$ cat config.mk
export PLATFORM = sky130hd
export DESIGN_NAME = s_aes_block_cipher_core
export DESIGN_NICKNAME = d
export VERILOG_FILES = /design/src/hw/rtl/sab_pkg.sv /design/src/hw/rtl/s_aes_block_cipher_core.sv /design/src/hw/rtl/sab_keyexp.sv /design/src/hw/rtl/sab_datapath.sv
export SDC_FILE = /design/constraint.sdc
export NUM_CORES = 1
export LEC_CHECK = 0
export ABC_CLOCK_PERIOD_IN_PS = 5400
export BUFFER_PORTS_ARGS = -buffer_cell sky130_fd_sc_hd__buf_2
export CAP_MARGIN = 20
export CORE_MARGIN = 5
export CORE_UTILIZATION = 30
export CTS_BUF_LIST = sky130_fd_sc_hd__clkbuf_16
export CTS_CLUSTER_SIZE = 24
export DETAILED_ROUTE_END_ITERATION = 8
export GPL_ROUTABILITY_DRIVEN = 0
export PLACE_DENSITY_LB_ADDON = 0.12
export SLEW_MARGIN = 20
export SYNTH_ARGS = -nofsm -noshare
export SYNTH_HDL_FRONTEND = slang
export SYNTH_HIERARCHICAL = 1
export SYNTH_SLANG_ARGS = --single-unit
$ cat constraint.sdc
create_clock -name clock -period 5.4 [get_ports clock]
set_input_delay 0.27 -clock clock [delete_from_list [all_inputs] [get_ports clock]]
set_output_delay 0.27 -clock clock [all_outputs]
set_load 0.02 [all_outputs]
$ cat src/hw/rtl/sab_pkg.sv
// ----------------------------------------------------------------------------
// sab_pkg
// Shared types, tables and helper functions for the 16-bit simplified AES
// cipher: nibble s-boxes, GF(16) constant multiplies and key expansion.
// ----------------------------------------------------------------------------
package sab_pkg;

   localparam logic [15:0] KEY_RESET = 16'h4AF5;
   localparam logic [7:0]  RCON_A    = 8'h80;
   localparam logic [7:0]  RCON_B    = 8'h30;
   // low nibble of x^4+x+1, folded in when x^4 appears
   localparam logic [3:0]  GF_FOLD   = 4'h3;

   localparam logic OP_ENCRYPT = 1'b0;
   localparam logic OP_DECRYPT = 1'b1;

   localparam logic [3:0] SBOX_FWD [16] = '{
      4'h9, 4'h4, 4'hA, 4'hB, 4'hD, 4'h1, 4'h8, 4'h5,
      4'h6, 4'h2, 4'h0, 4'h3, 4'hC, 4'hE, 4'hF, 4'h7};
   localparam logic [3:0] SBOX_INV [16] = '{
      4'hA, 4'h5, 4'h9, 4'hB, 4'h1, 4'h7, 4'h8, 4'hF,
      4'h6, 4'h0, 4'h2, 4'h3, 4'hC, 4'h4, 4'hD, 4'hE};

   // three expanded round keys
   typedef struct packed {
      logic [15:0] k1;
      logic [15:0] k2;
      logic [15:0] k3;
   } rkeys_type;

   // multiply by x in GF(16)
   function automatic logic [3:0] gf_x2(input logic [3:0] a);
      return {a[2:0], 1'b0} ^ (a[3] ? GF_FOLD : 4'h0);
   endfunction

   function automatic logic [3:0] gf_x4(input logic [3:0] a);
      return gf_x2(gf_x2(a));
   endfunction

   function automatic logic [3:0] gf_x9(input logic [3:0] a);
      return gf_x2(gf_x4(a)) ^ a;
   endfunction

   // nibble substitution over a 16-bit word
   function automatic logic [15:0] sub_fwd16(input logic [15:0] v);
      return {SBOX_FWD[v[15:12]], SBOX_FWD[v[11:8]], SBOX_FWD[v[7:4]], SBOX_FWD[v[3:0]]};
   endfunction

   function automatic logic [15:0] sub_inv16(input logic [15:0] v);
      return {SBOX_INV[v[15:12]], SBOX_INV[v[11:8]], SBOX_INV[v[7:4]], SBOX_INV[v[3:0]]};
   endfunction

   // swap nibbles 1 and 3
   function automatic logic [15:0] swap13(input logic [15:0] v);
      return {v[15:12], v[3:0], v[7:4], v[11:8]};
   endfunction

   // one half of the key schedule: prev ^ rcon ^ SubNib(RotNib(w))
   function automatic logic [7:0] expand_half(input logic [7:0] w,
                                              input logic [7:0] prev,
                                              input logic [7:0] rcon);
      return prev ^ rcon ^ {SBOX_FWD[w[3:0]], SBOX_FWD[w[7:4]]};
   endfunction

   function automatic rkeys_type expand_key(input logic [15:0] key);
      logic [7:0] w2;
      logic [7:0] w3;
      logic [7:0] w4;
      logic [7:0] w5;
      rkeys_type  rk;
      w2 = expand_half(key[7:0], key[15:8], RCON_A);
      w3 = w2 ^ key[7:0];
      w4 = expand_half(w3, w2, RCON_B);
      w5 = w4 ^ w3;
      rk.k1 = key;
      rk.k2 = {w2, w3};
      rk.k3 = {w4, w5};
      return rk;
   endfunction

endpackage

$ cat src/hw/rtl/s_aes_block_cipher_core.sv
// stages: an accepted item goes to the input register, then to the result register
// throughput: one item per cycle while the result side does not stall; the whole cipher sits between the two registers
// a key write is used by every item that leaves the input stage after the write cycle, also one already waiting there
// reset (synchronous, active high) empties both stages and loads key 16'h4AF5
// ----------------------------------------------------------------------------
// s_aes_block_cipher_core
// Simplified AES on 16-bit blocks, encrypt or decrypt per item, with a
// two-stage stream pipeline and a write-only key register.
// ----------------------------------------------------------------------------
module s_aes_block_cipher_core
   import sab_pkg::*;
(
   input  logic        clock,
   input  logic        reset,
   // key register
   input  logic        csr_we,
   input  logic [15:0] csr_wdata,
   // input items
   input  logic        req_tvalid,
   output logic        req_tready,
   input  logic [15:0] req_tdata,   // [15:0] data_block
   input  logic        req_tuser,   // [0] operation
   // result items
   output logic        rsp_tvalid,
   input  logic        rsp_tready,
   output logic [15:0] rsp_tdata    // [15:0] result_block
);

   rkeys_type   rkeys;
   logic        s1_valid_ff;
   logic        s1_valid_in;
   logic        s1_op_ff;
   logic [15:0] s1_data_ff;
   logic        rsp_valid_ff;
   logic        rsp_valid_in;
   logic [15:0] rsp_data_ff;
   logic [15:0] result_block;
   logic        out_adv;
   logic        s1_move;
   logic        req_take;

   sab_keyexp u_keyexp (
      .clock     (clock),
      .reset     (reset),
      .csr_we    (csr_we),
      .csr_wdata (csr_wdata),
      .rkeys     (rkeys)
   );

   sab_datapath u_datapath (
      .operation    (s1_op_ff),
      .data_block   (s1_data_ff),
      .rkeys        (rkeys),
      .result_block (result_block)
   );

   // pipeline flow control
   assign out_adv    = !rsp_valid_ff || rsp_tready;
   assign s1_move    = s1_valid_ff && out_adv;
   assign req_tready = !s1_valid_ff || out_adv;
   assign req_take   = req_tvalid && req_tready;

   always_comb begin
      s1_valid_in = s1_valid_ff;
      if (req_tready) begin
         s1_valid_in = req_tvalid;
      end
      rsp_valid_in = rsp_valid_ff;
      if (out_adv) begin
         rsp_valid_in = s1_valid_ff;
      end
   end

   // valid bits
   always_ff @(posedge clock) begin
      if (reset) begin
         s1_valid_ff  <= 1'b0;
         rsp_valid_ff <= 1'b0;
      end else begin
         s1_valid_ff  <= s1_valid_in;
         rsp_valid_ff <= rsp_valid_in;
      end
   end

   // payload registers
   always_ff @(posedge clock) begin
      if (req_take) begin
         s1_op_ff   <= req_tuser;
         s1_data_ff <= req_tdata;
      end
      if (s1_move) begin
         rsp_data_ff <= result_block;
      end
   end

   assign rsp_tvalid = rsp_valid_ff;
   assign rsp_tdata  = rsp_data_ff;

`ifndef SYNTH
   // an accepted item always lands in the input stage
   a_take_fills_s1 : assert property (@(posedge clock) disable iff (reset)
      req_take |=> s1_valid_ff)
      else $error("accepted item missing from input stage");

   // input stage moves to the result register when it can
   a_s1_to_rsp : assert property (@(posedge clock) disable iff (reset)
      s1_move |=> rsp_valid_ff)
      else $error("result lost between stages");

   // back-pressure only when both stages hold items and the sink stalls
   a_ready_low_full : assert property (@(posedge clock) disable iff (reset)
      !req_tready |-> (s1_valid_ff && rsp_valid_ff && !rsp_tready))
      else $error("input stalled while pipeline has room");

   // a stalled input stage keeps its item
   a_s1_hold : assert property (@(posedge clock) disable iff (reset)
      (s1_valid_ff && !out_adv) |=> (s1_valid_ff && $stable(s1_data_ff)))
      else $error("input stage item dropped under stall");
`endif

endmodule

$ cat src/hw/rtl/sab_keyexp.sv
// ----------------------------------------------------------------------------
// sab_keyexp
// Holds the expanded round keys. The schedule is worked out from the write
// data when the key register is written, so the datapath sees ready keys.
// ----------------------------------------------------------------------------
module sab_keyexp
   import sab_pkg::*;
(
   input  logic        clock,
   input  logic        reset,
   input  logic        csr_we,
   input  logic [15:0] csr_wdata,
   output rkeys_type   rkeys
);

   rkeys_type rkeys_ff;
   rkeys_type rkeys_in;

   // expand on write, hold otherwise
   always_comb begin
      rkeys_in = rkeys_ff;
      if (csr_we) begin
         rkeys_in = expand_key(csr_wdata);
      end
   end

   always_ff @(posedge clock) begin
      if (reset) begin
         rkeys_ff <= expand_key(KEY_RESET);
      end else begin
         rkeys_ff <= rkeys_in;
      end
   end

   assign rkeys = rkeys_ff;

endmodule

$ cat src/hw/rtl/sab_datapath.sv
// ----------------------------------------------------------------------------
// sab_datapath
// Both cipher directions for one block: two rounds of key add, nibble
// substitution and shift, one column mix, selected by the operation bit.
// ----------------------------------------------------------------------------
module sab_datapath
   import sab_pkg::*;
(
   input  logic        operation,
   input  logic [15:0] data_block,
   input  rkeys_type   rkeys,
   output logic [15:0] result_block
);

   logic [15:0] enc_r1;
   logic [15:0] enc_mix;
   logic [15:0] enc_out;
   logic [15:0] dec_r1;
   logic [15:0] dec_mix;
   logic [15:0] dec_out;

   // encrypt: add k1, sub, shift, mix {1,4},{4,1}, add k2, sub, shift, add k3
   always_comb begin
      enc_r1  = swap13(sub_fwd16(data_block ^ rkeys.k1));
      enc_mix = {enc_r1[15:12] ^ gf_x4(enc_r1[11:8]),
                 gf_x4(enc_r1[15:12]) ^ enc_r1[11:8],
                 enc_r1[7:4] ^ gf_x4(enc_r1[3:0]),
                 gf_x4(enc_r1[7:4]) ^ enc_r1[3:0]};
      enc_out = swap13(sub_fwd16(enc_mix ^ rkeys.k2)) ^ rkeys.k3;
   end

   // decrypt: add k3, shift, inv sub, add k2, mix {9,2},{2,9}, shift, inv sub, add k1
   always_comb begin
      dec_r1  = sub_inv16(swap13(data_block ^ rkeys.k3)) ^ rkeys.k2;
      dec_mix = {gf_x9(dec_r1[15:12]) ^ gf_x2(dec_r1[11:8]),
                 gf_x2(dec_r1[15:12]) ^ gf_x9(dec_r1[11:8]),
                 gf_x9(dec_r1[7:4]) ^ gf_x2(dec_r1[3:0]),
                 gf_x2(dec_r1[7:4]) ^ gf_x9(dec_r1[3:0])};
      dec_out = sub_inv16(swap13(dec_mix)) ^ rkeys.k1;
   end

   // direction select
   always_comb begin
      unique case (operation)
         OP_ENCRYPT: result_block = enc_out;
         OP_DECRYPT: result_block = dec_out;
         default:    result_block = enc_out;
      endcase
   end

endmodule

==> metrics.cfg, run 1 <==
[outcome]
outcome = finished, final reports clean

[clocking]
cts_buffers = 9
root_buffer = clkbuf_16
cts-resized-gates = 0
cts.htree.levels = 3
clkTransAtPathRegs_ns = 0.07
cts_tree = built
cts_max_path_buffers = 2
ctsHoldBuffers = 0
clkLatencyLatePin_ns = 0.35
post_cts_buffers = 0
cts_num_sinks = 83

[die]
fp-row-count = 61
die_h_um = 179
fp.dieW_um = 179
ios = 56
start_util_pct = 30.5
dieArea_um2 = 31900
coreArea_um2 = 27900

[global_routing]
grt_pass1_wl_mm = 34.6
grtUsageTotal_pct = 14.2
grt_overflow = 0
antenna_found_initial = 0
grt_pass1_vias = 5889
grt_max_degree = 47

[setup_path]
critPathLaunchType = flop
max_stage_delay_ns = 0.53
crit_slowest_cell = xnor2_1
crit_top_cell = xnor2_1
cp.required_ns = 5.50
cp.arrival_ns = 4.44
path_max_fanout = 8
path_cells = xnor2_1 -> inv_1 -> ha_1 -> mux4_2 -> xnor2_1 -> xor3_2 -> or2_1 -> nand2_1 -> inv_1 -> ha_1 -> mux4_2 -> xnor2_1 -> nand2_1 -> o21ai_1
worstSetupPathType = flop to flop
endpoint_kind = flop
reg2regPathDepth = 14

[layout]
diodes = 0
area_growth_pct = 12.0
post-route-util_pct = 34.2
drive_above_1_share_pct = 16.6
final_cell_mix = 126 x ha_1, 86 x xnor2_1, 69 x inv_1
stdcell_area_um2 = 9540
stdcell_count = 1293
layout.cells.most_common = ha_1
layout.nets = 1074

[power]
total_power_mw = 5.26
power_density_nw_per_um2 = 551
ir_worst_vdd_uv = 200
leakagePower_nw = 4.16

[place]
dpl_cell_area_um2 = 9210
place_ws_ns = 1.02
dp_hpwl_mm = 17.3
place_inst = 1277
port_buffers = 55

[synth]
synth_cells = 860
synth_top_flop_cell = dfxtp_1
synthDistinctLibCells = 85
syn_area_um2 = 8520
synth_edf_count = 33
synth_area_per_cell_um2 = 9.91
yosysSeqAreaShare_pct = 23.4
yosys_register_bits = 83
yosysWarnings = 6
async_flop_share_pct = 0
syn_nets = 1024

[routing]
initialDrtViolationCount = 369
viasPerCell = 4.61
wirelength_mm = 22.0
first_pass_iters = 5
avgRoutedWirePerCell_um = 17.0
drc = 0
ant_nets = 0
vias = 5961

[sta]
tns_ns = 0
fmax_ghz = 0.230
hold_viol_final = 0
period_share_pct = 80.3
worst_slack_ns = 1.06
whs_ns = 0.0868
setup_violations = 0
worst_pin_slew_ns = 0.971
fin_crit_ns = 4.34
relSlewSlack_pct = 34.8
rsz0062_at_grt = false
final_max_slew_viol_count = 0
skew_ns = 0.00789

[flow_run]
cap_violations = 0

[min_path]
hold_depth = 1
hp-class = input pin to flop

## cell families (layout without fill, tap and decap cells)
| group | Yosys count | in the layout | synth area share, % |
|---|---|---|---|
| AND/OR/NAND/NOR | 184 | 184 | 11.1 |
| XOR/XNOR | 172 | 172 | 20.6 |
| adder cells (fa/ha/maj) | 126 | 126 | 18.5 |
| AO/OA/AOI/OAI | 116 | 116 | 9.40 |
| buffers and inverters | 94 | 149 | 4.45 |
| multiplexers | 85 | 85 | 12.6 |
| flip-flops | 83 | 83 | 23.4 |
## synthesized netlist by cell type (all sizes together) (2+ instances only)
library cell	number	area share [%]
o211ai	9	0.79
o21ai	23	1.5
buf	9	0.68
nand2	61	2.7
o21a	5	0.44
nor2b	6	0.44
o221ai	2	0.21
o311ai	3	0.31
dfxtp	50	12
a21oi	31	2.0
nand2b	3	0.22
mux2i	60	7.1
and3	2	0.15
and2	6	0.48
clkbuf	12	0.53
nand3	16	1.0
o22a	4	0.41
o221a	2	0.26
xor2	68	7.9
a21o	3	0.26
a21boi	2	0.18
or3	7	0.51
edfxtp	33	12
mux4	17	4.5
o22ai	6	0.51
ha	126	18
xnor3	2	0.53
nor4	2	0.15
a211oi	3	0.32
mux2	8	1.1
inv	72	3.2
nor3	24	1.5
a31oi	7	0.51
or2	3	0.22
nor3b	2	0.18
nand4	2	0.15
o31ai	3	0.38
xnor2	101	12
a22oi	5	0.44
and3b	3	0.32
nand3b	7	0.76
nor2	35	1.7
## where the power goes
| part | internal, mW | switching (mW) | total, mW |
|---|---|---|---|
| sequential | 0.822 | 0.0902 | 0.912 |
| clock | 0.433 | 0.278 | 0.711 |
| combinational | 1.59 | 2.05 | 3.64 |
| total | 2.85 | 2.42 | 5.26 |
## per-layer routing
| metal | track usage, % | routed length (um) | share of wire [%] |
|---|---|---|---|
| met1 | 22.2 | 11700 | 53 |
| met2 | 20.5 | 9150 | 42 |
| met3 | 2.29 | 984 | 4.5 |
| met4 | 2.37 | 164 | 0.75 |
| met5 | 0 | 0 | 0 |
## final cells by class
cell class              count  area, um^2
fillers                  2916       18400
multi-input cells         683        6150
flip-flops and latches     83        1990
well taps                 378         473
repair buffers             60         313
inverters                  73         277
clock buffers              10         250
clock inverters             6        86.3
## critical path: cells and delay by family, from the launching register on
| kind | cells | cell delay (ns) |
|---|---|---|
| compound gates | 1 | 0.05 |
| xor+xnor | 4 | 1.44 |
| fa+ha+maj | 2 | 0.44 |
| buf+inv | 2 | 0.29 |
| flops | 1 | 0.42 |
| mux | 2 | 0.95 |
| simple gates | 3 | 0.51 |
## registers in the layout, indices dropped and copies added (netlist names)
name            count
s1_data_ff         16
rsp_tdata          16
rsp_tvalid          1
u_keyexp/rkeys     48
s1_op_ff            1
s1_valid_ff         1
## worst paths after layout
kind,from,endpoint,slack (ns)
setup / recovery,s1_data_ff[9],rsp_tdata[4],1.06
hold reg to reg,s1_valid_ff,rsp_tvalid,0.50
hold / removal,req_tdata[14],s1_data_ff[14],0.09
setup reg to reg,s1_data_ff[9],rsp_tdata[4],1.06
No activity file was read; power rests on OpenSTA's default activity.
==> run 2: changes to the inputs <==
--- a/config.mk
+++ b/config.mk
@@ -5,7 +5,7 @@
 export SDC_FILE = /design/constraint.sdc
 export NUM_CORES = 1
 export LEC_CHECK = 0
-export ABC_CLOCK_PERIOD_IN_PS = 5400
+export ABC_CLOCK_PERIOD_IN_PS = 4000
 export BUFFER_PORTS_ARGS = -buffer_cell sky130_fd_sc_hd__buf_2
 export CAP_MARGIN = 20
 export CORE_MARGIN = 5
==> constraint.sdc (replaced) <==
create_clock -name clock -period 4 [get_ports clock]
set_input_delay 0.2 -clock clock [delete_from_list [all_inputs] [get_ports clock]]
set_output_delay 0.2 -clock clock [all_outputs]
set_load 0.02 [all_outputs]
==> metrics.cfg, run 2 (same netlist as run 1, synthesis figures left out) <==
[outcome]
outcome = finished, final reports clean

[setup_path]
max_stage_delay_ns = 0.50  ; -0.03 ns
reg2reg_from = s1_data_ff[5]
critPathLaunchType = flop
startpoint = s1_data_ff[5]
crit_slowest_cell = mux4_2
path_cells = xor2_2 -> inv_1 -> ha_1 -> mux4_2 -> xnor2_1 -> buf_4 -> nor3_4 -> nor2_4 -> xnor2_2 -> inv_2 -> ha_1 -> mux4_2 -> xnor2_1 -> nand2_1 -> o21ai_1
cp.required_ns = 4.10  ; -1.40 ns
worstSetupPathType = flop to flop
path_max_fanout = 5  ; -3
cp.arrival_ns = 3.86  ; -0.58 ns
endpoint_kind = flop
crit_family = multiplexers
worstReg2RegEnd = rsp_tdata[8]
crit_buf_inv = 3  ; +1
r2r_slack_ns = 0.24  ; -0.82 ns
reg2regPathDepth = 15  ; +1

[layout]
drive_above_1_share_pct = 22.4  ; +5.8 points
layout.nets = 1137  ; +5.9%
fillerInstances = 2912  ; -0.14%
layout.cells.most_common = ha_1
post-route-util_pct = 35.8  ; +1.6 points
diodes = 0  ; unchanged
largest_reg_flops = 48  ; unchanged
area_growth_pct = 17.2
final_cell_mix = 126 x ha_1, 83 x xnor2_1, 69 x inv_1

[sta]
tns_ns = 0  ; unchanged
setup_violations = 0  ; unchanged
worst_pin_slew_ns = 1.02  ; +0.0486 ns
fmax_ghz = 0.266  ; +15%
fin_crit_ns = 3.76  ; -0.578 ns
final_max_slew_viol_count = 0  ; unchanged
skew_ns = 0.0125  ; +0.00463 ns
period_share_pct = 94.0  ; +14 points
rsz0062_at_grt = false
relSlewSlack_pct = 31.5  ; -3.3 points
hold_viol_final = 0  ; unchanged

[min_path]
holdPathEnd = s1_data_ff[7]
hp-class = input pin to flop
hold_depth = 1  ; unchanged
hold_start = req_tdata[7]

[routing]
ant_nets = 0  ; unchanged
viasPerCell = 4.55  ; -1.3%
drc = 0  ; unchanged
wirelength_mm = 22.4  ; +1.6%
first_pass_iters = 5  ; unchanged
avgRoutedWirePerCell_um = 16.5  ; -3.1%
vias = 6168  ; +3.5%
initialDrtViolationCount = 266  ; -28%

[clocking]
cts_max_path_buffers = 2  ; unchanged
clkLatencyLatePin_ns = 0.35  ; about the same
cts-resized-gates = 0  ; unchanged
cts_buffers = 9  ; unchanged
ctsHoldBuffers = 0  ; unchanged
cts_num_sinks = 83  ; unchanged
clkTransAtPathRegs_ns = 0.07  ; about the same
root_buffer = clkbuf_16
cts.htree.levels = 3  ; unchanged
cts_tree = built
post_cts_buffers = 0  ; unchanged

[global_routing]
grtUsageTotal_pct = 14.4  ; +0.22 points
grt_pass1_wl_mm = 35.5  ; +2.7%
grt_max_degree = 46  ; -2.1%
grt_overflow = 0  ; unchanged
grt_pass1_vias = 6100  ; +3.6%
antenna_found_initial = 0  ; unchanged

[power]
leakagePower_nw = 4.46  ; +7.1%
ir_worst_vdd_uv = 278  ; +39%
power_density_nw_per_um2 = 748  ; +36%

[place]
dp_hpwl_mm = 18.0  ; +3.7%
port_buffers = 55  ; unchanged

[die]
die_h_um = 179  ; unchanged
fp.dieW_um = 179  ; unchanged
start_util_pct = 30.5  ; unchanged
ios = 56  ; unchanged
fp-row-count = 61  ; unchanged
dieArea_um2 = 31900  ; unchanged
coreArea_um2 = 27900  ; unchanged

[flow_run]
cap_violations = 0  ; unchanged

[run 2: cell count changes in the layout (fill, tap and decap cells not counted), sizes merged]
| cell | previous run | this run |
|---|---|---|
| buf | 60 | 123 |
| bufinv | 2 | 0 |
| clkbuf | 10 | 9 |
| clkinv | 4 | 3 |
| inv | 72 | 76 |
[run 2: worst max-delay path by stage]
| stage | endpoint | slack [ns] | depth (start not counted) |
|---|---|---|---|
| floorplan | rsp_tdata[4] | 0.09 | 14 |
| global placement | rsp_tdata[4] | 0.18 | 14 |
| detailed placement | rsp_tdata[4] | 0.16 | 14 |
| CTS | rsp_tdata[4] | 0.15 | 14 |
| global route | rsp_tdata[7] | 0.02 | 15 |
| finish | rsp_tdata[8] | 0.24 | 15 |
[run 2: worst reg2reg max path, cell delays in order (launching register included)]
cell	delay, ns
edfxtp_1	0.47
xor2_2	0.31
inv_1	0.10
ha_1	0.19
mux4_2	0.50
xnor2_1	0.14
buf_4	0.15
nor3_4	0.26
nor2_4	0.08
xnor2_2	0.30
inv_2	0.12
ha_1	0.19
mux4_2	0.45
xnor2_1	0.13
nand2_1	0.06
o21ai_1	0.06
[run 2: report_power, final]
group | internal, mW | switching, mW | total, mW
Combinational | 2.60 | 2.84 | 5.44
Clock | 0.419 | 0.386 | 0.805
Sequential | 1.11 | 0.116 | 1.22
Total | 4.13 | 3.34 | 7.47
[run 2: stage by stage]
step | hold slack [ns] | power (mW) | worst slack (ns) | instances | area (um^2)
after floorplan | 0.262 | 5.11 | 0.0854 | 860 | 8520
after detailed placement | 0.378 | 6.73 | 0.157 | 1340 | 9680
final | 0.0188 | 7.47 | 0.239 | 1356 | 9990
after CTS | 0.00311 | 7.57 | 0.150 | 1356 | 9940
after global placement | 0.376 | 6.71 | 0.183 | 1340 | 9680
after global routing | 0.0102 | 8.24 | 0.0152 | 1356 | 9990
[run 2: routing by layer]
layer  part of all wire, %  routed length, um  track usage [%]
met2                    42               9410             21.5
met3                   2.6                587             1.76
met4                  0.66                148             2.49
met5                     0                  0                0
met1                    55              12200             22.3
[run 2: cell type report]
type	instances	area (um^2)	area share, %
multi-input combinational	683	6200	62.0
inverter	73	277	2.77
clock inverter	7	40.0	0.401
clock buffer	9	225	2.25
sequential	83	1990	19.9
timing repair buffer	123	786	7.87
tap	378	473	4.74
==> run 3: changes to the inputs <==
--- a/config.mk
+++ b/config.mk
@@ -15,7 +15,7 @@
 export DETAILED_ROUTE_END_ITERATION = 8
 export GPL_ROUTABILITY_DRIVEN = 0
 export PLACE_DENSITY_LB_ADDON = 0.12
-export SLEW_MARGIN = 20
+export SETUP_SLACK_MARGIN = 0.5
 export SYNTH_ARGS = -nofsm -noshare
 export SYNTH_HDL_FRONTEND = slang
 export SYNTH_HIERARCHICAL = 1
==> metrics.cfg, run 3 (same netlist as run 1, synthesis figures left out) <==
[routing]
ant_nets = 0  ; unchanged
avgRoutedWirePerCell_um = 16.7  ; +1.4%
first_pass_iters = 4  ; -1
vias = 6401  ; +3.8%
viasPerCell = 4.57  ; +0.52%
drc = 0  ; unchanged
wirelength_mm = 23.4  ; +4.7%
initialDrtViolationCount = 266  ; unchanged

[clocking]
cts.htree.levels = 3  ; unchanged
root_buffer = clkbuf_16
cts_buffers = 9  ; unchanged
ctsHoldBuffers = 0  ; unchanged
cts_num_sinks = 83  ; unchanged
clkLatencyLatePin_ns = 0.35  ; about the same
cts_max_path_buffers = 2  ; unchanged
clkTransAtPathRegs_ns = 0.07  ; about the same
cts_tree = built

[sta]
final_max_slew_viol_count = 0  ; unchanged
rsz0062_at_grt = true
fmax_ghz = 0.276  ; +3.9%
fin_crit_ns = 3.62  ; -0.140 ns
hold_viol_final = 0  ; unchanged
period_share_pct = 90.5  ; -3.5 points
setup_violations = 0  ; unchanged
worst_pin_slew_ns = 0.934  ; -0.0850 ns
tns_ns = 0  ; unchanged
relSlewSlack_pct = 37.3  ; +5.8 points
whs_ns = 0.0233  ; +0.00453 ns
skew_ns = 0.00868  ; -0.00384 ns
worst_slack_ns = 0.379  ; +0.140 ns

[die]
fp.dieW_um = 179  ; unchanged
die_h_um = 179  ; unchanged
dieArea_um2 = 31900  ; unchanged
start_util_pct = 30.5  ; unchanged
fp-row-count = 61  ; unchanged
coreArea_um2 = 27900  ; unchanged
ios = 56  ; unchanged

[place]
dp_hpwl_mm = 17.9  ; about the same
place_ws_ns = 0.202  ; +0.0447 ns
dpl_cell_area_um2 = 9730  ; +0.49%
port_buffers = 55  ; unchanged

[global_routing]
antenna_found_initial = 1  ; +1
grt_pass1_wl_mm = 36.8  ; +3.6%
grt_pass1_vias = 6492  ; +6.4%
grt_overflow = 0  ; unchanged
grt_max_degree = 46  ; unchanged
grtUsageTotal_pct = 14.9  ; +0.51 points

[power]
netSwitchingPower_mw = 3.71  ; +11%
seq_power_share_pct = 14.6  ; -1.8 points
ir_worst_vdd_uv = 269  ; -3.2%
p_int_mw = 4.80  ; +16%
leakagePower_nw = 4.79  ; +7.4%
power_frac_clock_pct = 10.1  ; -0.7 points
p_sw_share_pct = 43.6  ; -1.2 points
power_density_nw_per_um2 = 774  ; +3.5%
p_comb_share_pct = 75.4  ; +2.6 points

[layout]
layout.nets = 1181  ; +3.9%
stdcell_area_um2 = 11000  ; +10%
drive_above_1_share_pct = 33.6  ; +11 points
diodes = 0  ; unchanged
largest_reg_flops = 48  ; unchanged
layout.cells.most_common = buf_4
final_cell_mix = 104 x buf_4, 100 x ha_1, 70 x xnor2_1
area_growth_pct = 29.2

[flow_run]
cap_violations = 0  ; unchanged

[setup_path]
crit_slowest_cell = mux4_2
critPathLaunchType = flop
path_max_fanout = 5  ; unchanged
cp.arrival_ns = 3.71  ; -0.15 ns
crit_buf_inv = 2  ; -1
endpoint_kind = flop
cp.required_ns = 4.08  ; -0.02 ns
worstSetupPathType = flop to flop
path_cells = xnor2_4 -> inv_4 -> ha_4 -> mux4_2 -> xnor2_2 -> xor3_2 -> or2_4 -> nand2_4 -> inv_4 -> ha_2 -> mux4_2 -> xnor2_1 -> nand2_1 -> o21ai_1
max_stage_delay_ns = 0.50  ; about the same
crit_family = multiplexers

[outcome]
outcome = finished, final reports clean

[min_path]
hp-class = input pin to flop

run 3: cell count changes in the layout (fill, tap and decap cells not counted), sizes merged:
cell and change:
buf +44, clkinv +2, bufinv +1, inv -3
run 3: final timing paths:
check	endpoint	slack, ns	start	depth (start not counted)
min	s1_data_ff[15]	0.02	req_tdata[15]	1
max reg2reg	rsp_tdata[4]	0.38	s1_data_ff[9]	14
min reg2reg	rsp_tvalid	0.50	s1_valid_ff	2
max	rsp_tdata[4]	0.38	s1_data_ff[9]	14
run 3: layer usage:
metal / share of wire (%) / vias up / global-route usage (%)
li1: - / 3257 / -
met1: 52 / 3047 / 22.3
met2: 44 / 78 / 23.4
met3: 3.0 / 17 / 2.23
met4: 0.68 / 2 / 1.89
met5: 0.055 / - / 0
run 3: cell type report:
class	count	area [um^2]
clock buffer	9	225
clock inverter	7	67.6
fill	2805	16900
inverter	73	287
multi-input combinational	683	6820
sequential	83	1990
tap	378	473
timing repair buffer	167	1150
run 3: power groups by stage:
stage	sequential, mW	clock (mW)	combinational (mW)
2_1_floorplan	1.31	0	3.86
3_3_place_gp	1.26	0	5.37
3_5_place_dp	1.26	0	5.38
4_1_cts	1.24	0.892	5.81
5_1_grt	1.26	0.918	7.10
6_report	1.24	0.858	6.42
run 3: metrics by stage:
step / utilization, % / total power, mW / cells
floorplan: - / 5.17 / 860
global placement: 34.8 / 6.63 / 1331
detailed placement: 34.8 / 6.64 / 1331
CTS: 37.3 / 7.95 / 1375
global route: 39.4 / 9.28 / 1400
finish: 39.4 / 8.52 / 1400
run 3: repair_timing:
item	4_1_cts	5_1_grt
pin swaps	31	42
buffers inserted	28	25
endpoints found under the setup margin	16	16
resized for setup	26	83
